==> src/bed_pkg.sv <==
package bed_pkg;

   localparam int LENGTH_BITS    = 24;
   localparam int SUM_BITS       = 40;
   localparam int SAMPLE_BITS    = 16;
   localparam int COUNT_BITS     = 8;
   localparam int CSR_INDEX_BITS = 2;
   localparam int CSR_DATA_BITS  = 16;
   localparam int DIV_STEP_BITS  = $clog2(SUM_BITS);

   localparam logic [CSR_INDEX_BITS-1:0] BED_REG_THRESHOLD    = CSR_INDEX_BITS'(0);
   localparam logic [CSR_INDEX_BITS-1:0] BED_REG_VALID_COUNT  = CSR_INDEX_BITS'(1);
   localparam logic [CSR_INDEX_BITS-1:0] BED_REG_POWER_ENABLE = CSR_INDEX_BITS'(2);

   localparam logic [COUNT_BITS-1:0] VALID_COUNT_RESET = COUNT_BITS'(64);

   typedef enum logic {
      BED_IDLE,
      BED_DIVIDE
   } bed_state_type;

   typedef struct packed {
      logic busy;
      logic done;
   } bed_div_status_type;

endpackage

==> src/bed_interfaces.sv <==
interface bed_req_if;
   import bed_pkg::*;

   logic                          valid;
   logic                          ready;
   logic signed [SAMPLE_BITS-1:0] sample_re;
   logic signed [SAMPLE_BITS-1:0] sample_im;
   logic signed [SAMPLE_BITS-1:0] energy;

   modport source (output valid, output sample_re, output sample_im, output energy,
                   input ready);
   modport sink (input valid, input sample_re, input sample_im, input energy,
                 output ready);
endinterface

interface bed_rsp_if;
   import bed_pkg::*;

   logic                          valid;
   logic                          ready;
   logic signed [SAMPLE_BITS-1:0] out_re;
   logic signed [SAMPLE_BITS-1:0] out_im;
   logic                          burst_start;
   logic                          burst_end;
   logic                          power_valid;
   logic signed [SAMPLE_BITS-1:0] avg_power;

   modport source (output valid, output out_re, output out_im, output burst_start,
                   output burst_end, output power_valid, output avg_power,
                   input ready);
   modport sink (input valid, input out_re, input out_im, input burst_start,
                 input burst_end, input power_valid, input avg_power,
                 output ready);
endinterface

==> src/bed_divider.sv <==
module bed_divider (
   input  logic                                 clock,
   input  logic                                 reset,
   input  logic                                 start,
   input  logic signed [bed_pkg::SUM_BITS-1:0]  dividend,
   input  logic [bed_pkg::LENGTH_BITS-1:0]      divisor,
   output bed_pkg::bed_div_status_type          status,
   output logic signed [bed_pkg::SAMPLE_BITS-1:0] quotient
);
   import bed_pkg::*;

   localparam logic [SUM_BITS-1:0] POS_LIMIT = SUM_BITS'(2 ** (SAMPLE_BITS - 1) - 1);
   localparam logic [SUM_BITS-1:0] NEG_LIMIT = SUM_BITS'(2 ** (SAMPLE_BITS - 1));
   localparam logic [DIV_STEP_BITS-1:0] LAST_STEP = DIV_STEP_BITS'(SUM_BITS - 1);

   logic [SUM_BITS-1:0]      mag_ff, mag_in;
   logic [LENGTH_BITS-1:0]   rem_ff, rem_in;
   logic [LENGTH_BITS-1:0]   div_ff, div_in;
   logic [DIV_STEP_BITS-1:0] step_ff, step_in;
   logic                     neg_ff, neg_in;
   logic                     zero_ff, zero_in;
   logic                     busy_ff, busy_in;
   logic                     done_ff, done_in;

   logic [SUM_BITS-1:0]    dividend_bits;
   logic [LENGTH_BITS:0]   rem_shift;
   logic [LENGTH_BITS:0]   rem_diff;
   logic                   fits;

   always_comb begin
      dividend_bits = dividend;
      rem_shift     = {rem_ff, mag_ff[SUM_BITS-1]};
      rem_diff      = rem_shift - {1'b0, div_ff};
      fits          = (rem_shift >= {1'b0, div_ff});

      mag_in  = mag_ff;
      rem_in  = rem_ff;
      div_in  = div_ff;
      step_in = step_ff;
      neg_in  = neg_ff;
      zero_in = zero_ff;
      busy_in = busy_ff;
      done_in = 1'b0;

      if (start) begin
         mag_in  = dividend_bits[SUM_BITS-1] ? (~dividend_bits + 1'b1) : dividend_bits;
         rem_in  = '0;
         div_in  = divisor;
         step_in = '0;
         neg_in  = dividend_bits[SUM_BITS-1];
         zero_in = (divisor == '0);
         busy_in = 1'b1;
      end else if (busy_ff) begin
         rem_in  = fits ? rem_diff[LENGTH_BITS-1:0] : rem_shift[LENGTH_BITS-1:0];
         mag_in  = {mag_ff[SUM_BITS-2:0], fits};
         step_in = step_ff + 1'b1;
         if (step_ff == LAST_STEP) begin
            busy_in = 1'b0;
            done_in = 1'b1;
         end
      end
   end

   always_ff @(posedge clock) begin
      if (reset) begin
         busy_ff <= 1'b0;
         done_ff <= 1'b0;
      end else begin
         busy_ff <= busy_in;
         done_ff <= done_in;
      end
      mag_ff  <= mag_in;
      rem_ff  <= rem_in;
      div_ff  <= div_in;
      step_ff <= step_in;
      neg_ff  <= neg_in;
      zero_ff <= zero_in;
   end

   always_comb begin
      if (zero_ff) begin
         quotient = '0;
      end else if (neg_ff) begin
         if (mag_ff > NEG_LIMIT) begin
            quotient = {1'b1, {(SAMPLE_BITS - 1){1'b0}}};
         end else begin
            quotient = ~mag_ff[SAMPLE_BITS-1:0] + 1'b1;
         end
      end else begin
         if (mag_ff > POS_LIMIT) begin
            quotient = {1'b0, {(SAMPLE_BITS - 1){1'b1}}};
         end else begin
            quotient = mag_ff[SAMPLE_BITS-1:0];
         end
      end
   end

   assign status.busy = busy_ff;
   assign status.done = done_ff;

endmodule

==> src/burst_energy_detector.sv <==
// Burst gate on a per-sample energy stream. Each accepted word is passed through with
// burst start and end marks; a burst opens after valid_count consecutive energies above
// the threshold and closes after valid_count consecutive energies below it. The block
// accepts one word per cycle while results are taken promptly and no division runs.
// At a burst end with power reporting enabled, the average burst energy comes from a
// restoring divider that retires one quotient bit per cycle over the 40-bit energy
// sum, and input is held off until that division is done.
// Configuration writes take effect on the next cycle and should be made while idle.
module burst_energy_detector (
   input  logic                                 clock,
   input  logic                                 reset,
   bed_req_if.sink                              req_port,
   bed_rsp_if.source                            rsp_port,
   input  logic                                 csr_write_enable,
   input  logic [bed_pkg::CSR_INDEX_BITS-1:0]   csr_index,
   input  logic [bed_pkg::CSR_DATA_BITS-1:0]    csr_write_data
);
   import bed_pkg::*;

   localparam logic [COUNT_BITS-1:0] COUNT_MAX = {COUNT_BITS{1'b1}};

   logic signed [SAMPLE_BITS-1:0] threshold_ff, threshold_in;
   logic [COUNT_BITS-1:0]         valid_count_ff, valid_count_in;
   logic                          power_enable_ff, power_enable_in;

   logic                          in_burst_ff, in_burst_in;
   logic [COUNT_BITS-1:0]         run_count_ff, run_count_in;
   logic [LENGTH_BITS-1:0]        length_ff, length_in;
   logic signed [SUM_BITS-1:0]    sum_ff, sum_in;

   bed_state_type                 state_ff, state_in;

   logic signed [SAMPLE_BITS-1:0] hold_re_ff, hold_re_in;
   logic signed [SAMPLE_BITS-1:0] hold_im_ff, hold_im_in;

   logic                          rsp_valid_ff, rsp_valid_in;
   logic signed [SAMPLE_BITS-1:0] out_re_ff, out_re_in;
   logic signed [SAMPLE_BITS-1:0] out_im_ff, out_im_in;
   logic                          start_ff, start_in;
   logic                          end_ff, end_in;
   logic                          power_valid_ff, power_valid_in;
   logic signed [SAMPLE_BITS-1:0] avg_ff, avg_in;

   logic                          req_ready;
   logic                          accept;
   logic                          div_start;
   logic                          load_direct;
   logic                          start_flag;
   logic                          end_flag;
   logic [COUNT_BITS-1:0]         run_inc;
   logic                          hit;
   logic [LENGTH_BITS-1:0]        length_acc;
   logic [SUM_BITS:0]             sum_wide;
   logic signed [SUM_BITS-1:0]    sum_acc;
   logic signed [SUM_BITS-1:0]    energy_ext;

   bed_div_status_type            div_status;
   logic signed [SAMPLE_BITS-1:0] div_quotient;

   always_comb begin
      threshold_in    = threshold_ff;
      valid_count_in  = valid_count_ff;
      power_enable_in = power_enable_ff;
      if (csr_write_enable) begin
         case (csr_index)
            BED_REG_THRESHOLD:    threshold_in    = csr_write_data[SAMPLE_BITS-1:0];
            BED_REG_VALID_COUNT:  valid_count_in  = csr_write_data[COUNT_BITS-1:0];
            BED_REG_POWER_ENABLE: power_enable_in = csr_write_data[0];
            default: begin
            end
         endcase
      end
   end

   assign accept = req_port.valid && req_ready;

   always_comb begin
      energy_ext = SUM_BITS'(req_port.energy);
      run_inc    = (run_count_ff == COUNT_MAX) ? COUNT_MAX : run_count_ff + 1'b1;
      hit        = (run_inc >= valid_count_ff);
      length_acc = (&length_ff) ? length_ff : length_ff + 1'b1;
      sum_wide   = {sum_ff[SUM_BITS-1], sum_ff} + {energy_ext[SUM_BITS-1], energy_ext};
      if (&length_ff) begin
         sum_acc = sum_ff;
      end else if (sum_wide[SUM_BITS] != sum_wide[SUM_BITS-1]) begin
         sum_acc = sum_wide[SUM_BITS] ? {1'b1, {(SUM_BITS - 1){1'b0}}}
                                      : {1'b0, {(SUM_BITS - 1){1'b1}}};
      end else begin
         sum_acc = sum_wide[SUM_BITS-1:0];
      end

      in_burst_in  = in_burst_ff;
      run_count_in = run_count_ff;
      length_in    = length_ff;
      sum_in       = sum_ff;
      start_flag   = 1'b0;
      end_flag     = 1'b0;

      if (accept) begin
         if (!in_burst_ff) begin
            if (req_port.energy > threshold_ff) begin
               if (hit) begin
                  in_burst_in  = 1'b1;
                  run_count_in = '0;
                  length_in    = LENGTH_BITS'(1);
                  sum_in       = energy_ext;
                  start_flag   = 1'b1;
               end else begin
                  run_count_in = run_inc;
               end
            end else begin
               run_count_in = '0;
            end
         end else begin
            length_in = length_acc;
            sum_in    = sum_acc;
            if (req_port.energy < threshold_ff) begin
               if (hit) begin
                  in_burst_in  = 1'b0;
                  run_count_in = '0;
                  end_flag     = 1'b1;
               end else begin
                  run_count_in = run_inc;
               end
            end else begin
               run_count_in = '0;
            end
         end
      end
   end

   assign div_start   = accept && end_flag && power_enable_ff;
   assign load_direct = accept && !div_start;

   always_comb begin
      state_in = state_ff;
      case (state_ff)
         BED_IDLE: begin
            if (div_start) begin
               state_in = BED_DIVIDE;
            end
         end
         BED_DIVIDE: begin
            if (div_status.done) begin
               state_in = BED_IDLE;
            end
         end
         default: state_in = BED_IDLE;
      endcase
   end

   always_comb begin
      case (state_ff)
         BED_IDLE: req_ready = !rsp_valid_ff || rsp_port.ready;
         default:  req_ready = 1'b0;
      endcase
   end

   always_comb begin
      hold_re_in     = hold_re_ff;
      hold_im_in     = hold_im_ff;
      rsp_valid_in   = rsp_valid_ff && !rsp_port.ready;
      out_re_in      = out_re_ff;
      out_im_in      = out_im_ff;
      start_in       = start_ff;
      end_in         = end_ff;
      power_valid_in = power_valid_ff;
      avg_in         = avg_ff;

      if (div_start) begin
         hold_re_in = req_port.sample_re;
         hold_im_in = req_port.sample_im;
      end
      if (load_direct) begin
         rsp_valid_in   = 1'b1;
         out_re_in      = req_port.sample_re;
         out_im_in      = req_port.sample_im;
         start_in       = start_flag;
         end_in         = end_flag;
         power_valid_in = 1'b0;
         avg_in         = '0;
      end else if (div_status.done) begin
         rsp_valid_in   = 1'b1;
         out_re_in      = hold_re_ff;
         out_im_in      = hold_im_ff;
         start_in       = 1'b0;
         end_in         = 1'b1;
         power_valid_in = 1'b1;
         avg_in         = div_quotient;
      end
   end

   always_ff @(posedge clock) begin
      if (reset) begin
         threshold_ff    <= '0;
         valid_count_ff  <= VALID_COUNT_RESET;
         power_enable_ff <= 1'b0;
         in_burst_ff     <= 1'b0;
         run_count_ff    <= '0;
         length_ff       <= '0;
         sum_ff          <= '0;
         state_ff        <= BED_IDLE;
         rsp_valid_ff    <= 1'b0;
      end else begin
         threshold_ff    <= threshold_in;
         valid_count_ff  <= valid_count_in;
         power_enable_ff <= power_enable_in;
         in_burst_ff     <= in_burst_in;
         run_count_ff    <= run_count_in;
         length_ff       <= length_in;
         sum_ff          <= sum_in;
         state_ff        <= state_in;
         rsp_valid_ff    <= rsp_valid_in;
      end
      hold_re_ff     <= hold_re_in;
      hold_im_ff     <= hold_im_in;
      out_re_ff      <= out_re_in;
      out_im_ff      <= out_im_in;
      start_ff       <= start_in;
      end_ff         <= end_in;
      power_valid_ff <= power_valid_in;
      avg_ff         <= avg_in;
   end

   bed_divider u_divider (
      .clock    (clock),
      .reset    (reset),
      .start    (div_start),
      .dividend (sum_in),
      .divisor  (length_in),
      .status   (div_status),
      .quotient (div_quotient)
   );

   assign req_port.ready       = req_ready;
   assign rsp_port.valid       = rsp_valid_ff;
   assign rsp_port.out_re      = out_re_ff;
   assign rsp_port.out_im      = out_im_ff;
   assign rsp_port.burst_start = start_ff;
   assign rsp_port.burst_end   = end_ff;
   assign rsp_port.power_valid = power_valid_ff;
   assign rsp_port.avg_power   = avg_ff;

endmodule

==> src/flat_wrapper.sv <==
// flat-port wrapper written by rule: the top's interface ports become plain ports
module burst_energy_detector_flat import bed_pkg::*;
  (clock, reset, csr_write_enable, csr_index, csr_write_data, req_port_valid, req_port_sample_re, req_port_sample_im, req_port_energy, req_port_ready, rsp_port_valid, rsp_port_out_re, rsp_port_out_im, rsp_port_burst_start, rsp_port_burst_end, rsp_port_power_valid, rsp_port_avg_power, rsp_port_ready);
  bed_req_if req_port_i ();
  bed_rsp_if rsp_port_i ();
  input  logic clock;
  input  logic reset;
  input  logic csr_write_enable;
  input  logic [bed_pkg::CSR_INDEX_BITS-1:0] csr_index;
  input  logic [bed_pkg::CSR_DATA_BITS-1:0] csr_write_data;
  input wire logic [$bits(req_port_i.valid)-1:0] req_port_valid;
  input wire logic [$bits(req_port_i.sample_re)-1:0] req_port_sample_re;
  input wire logic [$bits(req_port_i.sample_im)-1:0] req_port_sample_im;
  input wire logic [$bits(req_port_i.energy)-1:0] req_port_energy;
  output wire logic [$bits(req_port_i.ready)-1:0] req_port_ready;
  output wire logic [$bits(rsp_port_i.valid)-1:0] rsp_port_valid;
  output wire logic [$bits(rsp_port_i.out_re)-1:0] rsp_port_out_re;
  output wire logic [$bits(rsp_port_i.out_im)-1:0] rsp_port_out_im;
  output wire logic [$bits(rsp_port_i.burst_start)-1:0] rsp_port_burst_start;
  output wire logic [$bits(rsp_port_i.burst_end)-1:0] rsp_port_burst_end;
  output wire logic [$bits(rsp_port_i.power_valid)-1:0] rsp_port_power_valid;
  output wire logic [$bits(rsp_port_i.avg_power)-1:0] rsp_port_avg_power;
  input wire logic [$bits(rsp_port_i.ready)-1:0] rsp_port_ready;
  assign req_port_i.valid = req_port_valid;
  assign req_port_i.sample_re = req_port_sample_re;
  assign req_port_i.sample_im = req_port_sample_im;
  assign req_port_i.energy = req_port_energy;
  assign req_port_ready = req_port_i.ready;
  assign rsp_port_valid = rsp_port_i.valid;
  assign rsp_port_out_re = rsp_port_i.out_re;
  assign rsp_port_out_im = rsp_port_i.out_im;
  assign rsp_port_burst_start = rsp_port_i.burst_start;
  assign rsp_port_burst_end = rsp_port_i.burst_end;
  assign rsp_port_power_valid = rsp_port_i.power_valid;
  assign rsp_port_avg_power = rsp_port_i.avg_power;
  assign rsp_port_i.ready = rsp_port_ready;
  burst_energy_detector u_core (.clock(clock), .reset(reset), .req_port(req_port_i), .rsp_port(rsp_port_i), .csr_write_enable(csr_write_enable), .csr_index(csr_index), .csr_write_data(csr_write_data));
endmodule
==> config.mk <==
export PLATFORM = sky130hd
export DESIGN_NAME = burst_energy_detector_flat
export DESIGN_NICKNAME = d
export VERILOG_FILES = /design/src/bed_pkg.sv /design/src/bed_interfaces.sv /design/src/bed_divider.sv /design/src/burst_energy_detector.sv /design/src/flat_wrapper.sv
export SDC_FILE = /design/constraint.sdc
export NUM_CORES = 1
export LEC_CHECK = 0
export BUFFER_PORTS_ARGS = -buffer_cell sky130_fd_sc_hd__buf_2
export CORE_ASPECT_RATIO = 1.2
export CORE_MARGIN = 2
export CORE_UTILIZATION = 60
export DETAILED_ROUTE_END_ITERATION = 10
export PLACE_DENSITY = 0.79
export SETUP_SLACK_MARGIN = 0.5
export SYNTH_ARGS = -nofsm -noshare
export SYNTH_HDL_FRONTEND = slang
export SYNTH_SLANG_ARGS = --single-unit
==> constraint.sdc <==
create_clock -name clock -period 13 [get_ports clock]
set_input_delay 1.3 -clock clock [delete_from_list [all_inputs] [get_ports clock]]
set_output_delay 1.3 -clock clock [all_outputs]
set_load 0.05 [all_outputs]
== After elaboration in Yosys (flattened, before gate mapping) ==
Cells that the tools add are included.
Cells by class
  mux-type cells: 53
  bitwise gates (word level): 4
  magnitude comparators: 6
  eq/ne operators: 5
  add/subtract/negate cells: 7
  reduce and logical (&&, ||, !) cells: 18
Operator list (number)
  $mux W40: 10
  $mux W24: 6
  $mux W16: 8
  $add A40 B16 Y41: 1
  $add A40 B1 Y40 const B: 1
  $gt A40 B15 Y1 const B: 1
  $gt A40 B16 Y1 const B: 1
  $mux W8: 5
  $not A40 Y40: 1
  $ge A25 B24 Y1: 1
  $add A24 B1 Y24 const B: 1
  $logic_not A24 Y1: 1
  $reduce_and A24 Y1: 1
  $sub A24 B24 Y24: 1
  $mux W1: 23
  $add A16 B1 Y16 const B: 1
  $gt A16 B16 Y1: 1
  $lt A16 B16 Y1: 1
  $not A16 Y16: 1
  $add A8 B1 Y8 const B: 1
  $eq A8 B8 Y1 const B: 1
  $ge A8 B8 Y1: 1
  $add A6 B1 Y6 const B: 1
  $eq A6 B6 Y1 const B: 1
  12 further kinds: 22
Word-level totals
  input bits: 71
  output and inout bits: 53
  logic and storage cells: 118
  register bits: 281

== Longest topological paths before layout ==
  depth after elaboration: 12
  depth in mapped cells: 26
  gate-level depth less buffers: 22

== Hierarchy ==
Synthesis repeated with hierarchy kept, for this count alone.
Unflattened totals
  cells, all modules: 2067
  area total of the unflattened synthesis: 17928.4 um^2
By module, submodules not included
  burst_energy_detector: area each 11492.3 um^2, sequential area each 4324.1 um^2, times used 1, cells each 1339
  bed_divider: area each 6436.2 um^2, sequential area each 2622.5 um^2, times used 1, cells each 728

== Least setup slack after synthesis ==
OpenSTA, ideal clock, no wires.
  kind: input -> register
  from: in req_port_energy[15]
  to: reg u_core.u_divider.mag_ff[34] (data pin)
  path slack: 6.894 ns
  buffers on the path: 3
  library setup time: 0.355 ns
  stages on the path: 20
  arrival: 5.751 ns
  cell sequence: ha_1 a21o_1 a21o_1 a21o_1 o32ai_4 nor3_2 nor2_2 buf_4 buf_4 nor2_1 or3_1 a31oi_1 ha_1 nand3_1 nor4b_4 or3b_1 buf_6 o41ai_2 xnor2_1 a21oi_1
Between the ends
  word-level cells in the longest chain between the ends: 10
  elaborated cells on any way between the ends: 20
  those cells by class: 2 x add/sub; 2 x order compare; 1 x eq/ne; 12 x mux; 1 x bitwise; 2 x reduce/logical
RTL lines
  start, declared: line flat_wrapper.sv:14  | input wire logic [$bits(req_port_i.energy)-1:0] req_port_energy;
  $add A40 B16 Y41: line burst_energy_detector.sv:82  | sum_wide = {sum_ff[SUM_BITS-1], sum_ff} + {energy_ext[SUM_BITS-1], energy_ext};
  $mux W40 / $ne A1 B1 Y1 (equally long branches): line burst_energy_detector.sv:86, burst_energy_detector.sv:85
  $mux W40: line burst_energy_detector.sv:85  | end else if (sum_wide[SUM_BITS] != sum_wide[SUM_BITS-1]) begin
  $mux W40: line burst_energy_detector.sv:83  | if (&length_ff) begin
  $mux W40: line burst_energy_detector.sv:100  | if (!in_burst_ff) begin
  $mux W40: line burst_energy_detector.sv:99  | if (accept) begin
  $not A40 Y40: line bed_divider.sv:46  | mag_in = dividend_bits[SUM_BITS-1] ? (~dividend_bits + 1'b1) : dividend_bits;
  $add A40 B1 Y40: line bed_divider.sv:46
  $mux W40: line bed_divider.sv:46
  $mux W40 *: line bed_divider.sv:45  | if (start) begin
  via u_core.u_divider.mag_in[34]: line bed_divider.sv:16  | logic [SUM_BITS-1:0] mag_ff, mag_in;
  end signal, assigned: line bed_divider.sv:72  | mag_ff <= mag_in;
  end, declared: line bed_divider.sv:16
Mark *: on every way through the listed nets, which the timed path passes. The rest lies on a longest branch.
A chain may end at the register's enable or synchronous reset.

== Worst setup path after layout ==
  from: in req_port_energy[15]
  to: reg u_core.u_divider.mag_ff[38] (data pin)
Same word-level chain as after synthesis.

==> metrics.md <==
| Metric | Value |
|---|---|
| Run status | completed |
| Max IR drop VDD | 0.125 mV |
| Reg clk slew, reported paths | 0.06 ns |
| Nature of the critical path startpoint | primary input |
| Final Skew | 0.0454 ns |
| Cell area after synthesis | 0.0185 sq mm |
| FP Rows | 70 |
| Top cells by area, synth | edfxtp_1 (21%), dfxtp_1 (16%), nand2_1 (6.7%), ha_1 (6.3%), a21oi_1 (5.1%) |
| # diodes | 0 |
| Drt initial violations | 1957 |
| Root Buffer | clkbuf_16 |
| Detailed-route DRC error count | 0 |
| Yosys warnings | 0 |
| Synth cell types | 102 |
| Hold Vio Cnt, Final | 0 |
| Die ar. | 0.0323 sq mm |
| #FFs+latches synth | 281 |
| WL met3 | 3940 microns |
| Worst skew pair latency | 0.59 ns |
| Pin count of the biggest net entering global routing | 67 |
| Leading area contributor after synthesis | edfxtp_1 |
| Synth Instances | 2227 |
| Die Ht | 196 microns |
| Post-DP HPWL | 38900 microns |
| Initial core utilization | 60.9% |
| Buffers on Ports | 123 |
| Max cap viols | 0 |
| Setup WS pre-CTS | 5.25 ns |
| Placeable Area | 0.0304 sq mm |
| Comb power frac | 21.9% |
| Total Routed Length | 53900 microns |
| PwrDens | 118 mW/mm^2 |
| Avg Inst Size Synth | 8.32 sq um |
| TritonCTS Buffers | 30 |
| WP data required | 13.29 ns |
| Tightest Pin Transition | 1.25 ns |
| RSZ-0062 raised after global routing | no |
| Fin util | 67.1% |
| First-pass GRT wire length | 85300 microns |
| Vias in the first global route | 16.4k |
| Hold WC Path Type | reg2reg |
| Hold WS | 0.455 ns |
| Worst Path Max Fanout | 31 |
| R2R Path Start | u_core.sum_ff[39]$_SDFF_PP0_ |
| DR WL met2 | 25800 microns |
| Setup Fix Bufs, Post-CTS | 0 |
| Synth async-reset ratio | 0% |
| Minimum clock period | 7.34 ns |
| Setup TNS | 0 ns |
| Most instantiated library cell after synthesis | nand2_1 |
| CTS tree | yes |
| Final critical-path share of the clock period | 56.4% |
| Met1 WL | 21600 microns |
| Fin. max-slew vios | 0 |
| GRT Total Usage | 32.7% |
| Slowest cell on crit path | nor2_1 |
| Clock power frac | 37.4% |
| Gr ovfl total | 0 |
| Area grow syn2layout | 10.0% |
| Critical path cell sequence | buf_2, ha_1, inv_1, a21oi_1, a311oi_4, nand2_1, o21ai_4, nor2_1, nand2_1, a211o_1, a31oi_1, ha_1, nand3_1, nor4b_4, or3b_1, o41ai_2, xnor2_1, o21ai_1 |
| Worst hold path startpoint | u_core.threshold_ff[13]$_SDFFE_PP0P_ |
| Top-area cell type share of the netlist area | 21.4% |
| Post-synth EDFFs | 132 |
| CP arrival | 7.62 ns |
| Seq pwr share | 40.7% |
| Vias/cell | 6.40 |
| Final ANT Viol Nets | 0 |
| Nets | 2454 |
| Max clock buf depth | 3 |
| Worst relative slew slack | 16.5% |
| Vias | 17.3k |
| Top sig layer | met4 |
| Dominant synthesized flop cell | dfxtp_1 |
| Post-CTS resize count | 0 |
| Post-Syn Nets | 2393 |
| Routability congestion estimate from global placement | 1.02 |
| CTS Sinks | 281 |
| Critical Path End Type | flop |
| Internal power | 1670 uW |
| Leak Pwr | 0.00826 uW |
| Final Setup Violations | 0 |
| Sw Share | 30.6% |
| H-Tree Depth | 1 |
| Setup ws final | 5.66 ns |
| Initial DRT Pass Iterations | 6 |
| Critical path origin | req_port_energy[15] |
| CTS Hold Bufs | 0 |
| Register area share after synthesis | 37.5% |
| F_max | 0.136 GHz |
| I/O pins | 124 |
| Fraction of layout cells with a size suffix above 1 | 11.3% |
| Initial antenna violation count | 0 |
| CP Class | in2reg |
| Switching power | 738 uW |
| Slowest stage delay, CP | 0.74 ns |
| DR WL/cell | 19.9 microns |
| R2R setup slack | 6.58 ns |
| Post-synth top cells | nand2_1 (330), a21oi_1 (187), nor2_1 (185) |
| DIE WIDTH | 164 microns |
-- critical path: cells and delay by family --
family | cells | cell delay [ns]
xor gates and xnor gates | 1 | 0.17
and+or+nand+nor | 6 | 2.45
buffers and inverters | 2 | 0.93
AOI/OAI and AO/OA | 7 | 1.76
adders and majority gates | 2 | 0.98
-- final timing paths --
path / to / cells past startpoint
worst max-delay path: u_core.u_divider.mag_ff[38]$_DFFE_PP_ / 18
worst min-delay path: u_core.threshold_ff[13]$_SDFFE_PP0P_ / 2
worst max register to register: u_core.u_divider.mag_ff[38]$_DFFE_PP_ / 17
worst min register to register: u_core.threshold_ff[13]$_SDFFE_PP0P_ / 2
-- metal layers --
metal	vias to the layer above	GRT usage, %
met5	-	0
met4	0	14.9
met3	176	4.46
met2	769	54.9
met1	8130	41.8
li1	8246	-
-- state kept, by name (all words and copies together), names as in the netlist, 6 cells and up --
name / count
u_core.hold_im_ff: 16
u_core.hold_re_ff: 16
u_core.length_ff: 24
u_core.rsp_port.avg_power: 16
u_core.rsp_port.out_im: 16
u_core.rsp_port.out_re: 16
u_core.run_count_ff: 8
u_core.sum_ff: 40
u_core.threshold_ff: 16
u_core.u_divider.div_ff: 24
u_core.u_divider.mag_ff: 40
u_core.u_divider.rem_ff: 24
u_core.u_divider.step_ff: 6
u_core.valid_count_ff: 8
-- per-stage QoR --
| step | cells | instance area [sq um] | total power [uW] |
|---|---|---|---|
| 3_5_place_dp | 2652 | 19300 | 1510 |
| 5_1_grt | 2708 | 20400 | 2500 |
| 4_1_cts | 2708 | 20400 | 2410 |
| 2_1_floorplan | 2227 | 18500 | 1380 |
| 3_3_place_gp | 2652 | 19300 | 1500 |
| 6_report | 2708 | 20400 | 2410 |
-- cell usage in the layout (no fill, tap or decap), types with 34 or more instances in the layout --
cell and count:
xor2_1 37, inv_1 90, nand2_1 329, a21oi_1 187, nand3_1 64, nand4_1 35, nor3_1 53, dfxtp_1 148
nor2_1 184, xnor2_1 55, a21o_1 34, ha_1 93, edfxtp_1 132, o21ai_0 171, buf_2 122
-- kinds of logic (layout without fill, tap and decap cells) --
logic type | count (synthesis) | count (layout) | share of synthesized area [%]
compound gates | 664 | 664 | 23.4
xor+xnor | 92 | 92 | 4.35
fa+ha+maj | 98 | 98 | 6.66
buf+inv | 213 | 298 | 4.61
flops | 281 | 281 | 37.5
mux | 36 | 36 | 2.00
simple gates | 843 | 843 | 21.5
-- area by class of cell --
cell class,count,area (sq um)
repair buffers,148,806
clock inverters,23,262
inverters,94,354
fillers,2471,10000
multi-input cells,1733,10700
well taps,396,495
flip-flops and latches,281,6950
clock buffers,33,772
-- power by group through the flow --
stage	sequential (uW)	clock (uW)	combinational, uW
2_1_floorplan	1020	0	365
4_1_cts	981	907	520
3_3_place_gp	998	0	504
6_report	982	902	528
3_5_place_dp	999	0	514
5_1_grt	984	943	577
No activity file was read; power rests on OpenSTA's default activity.
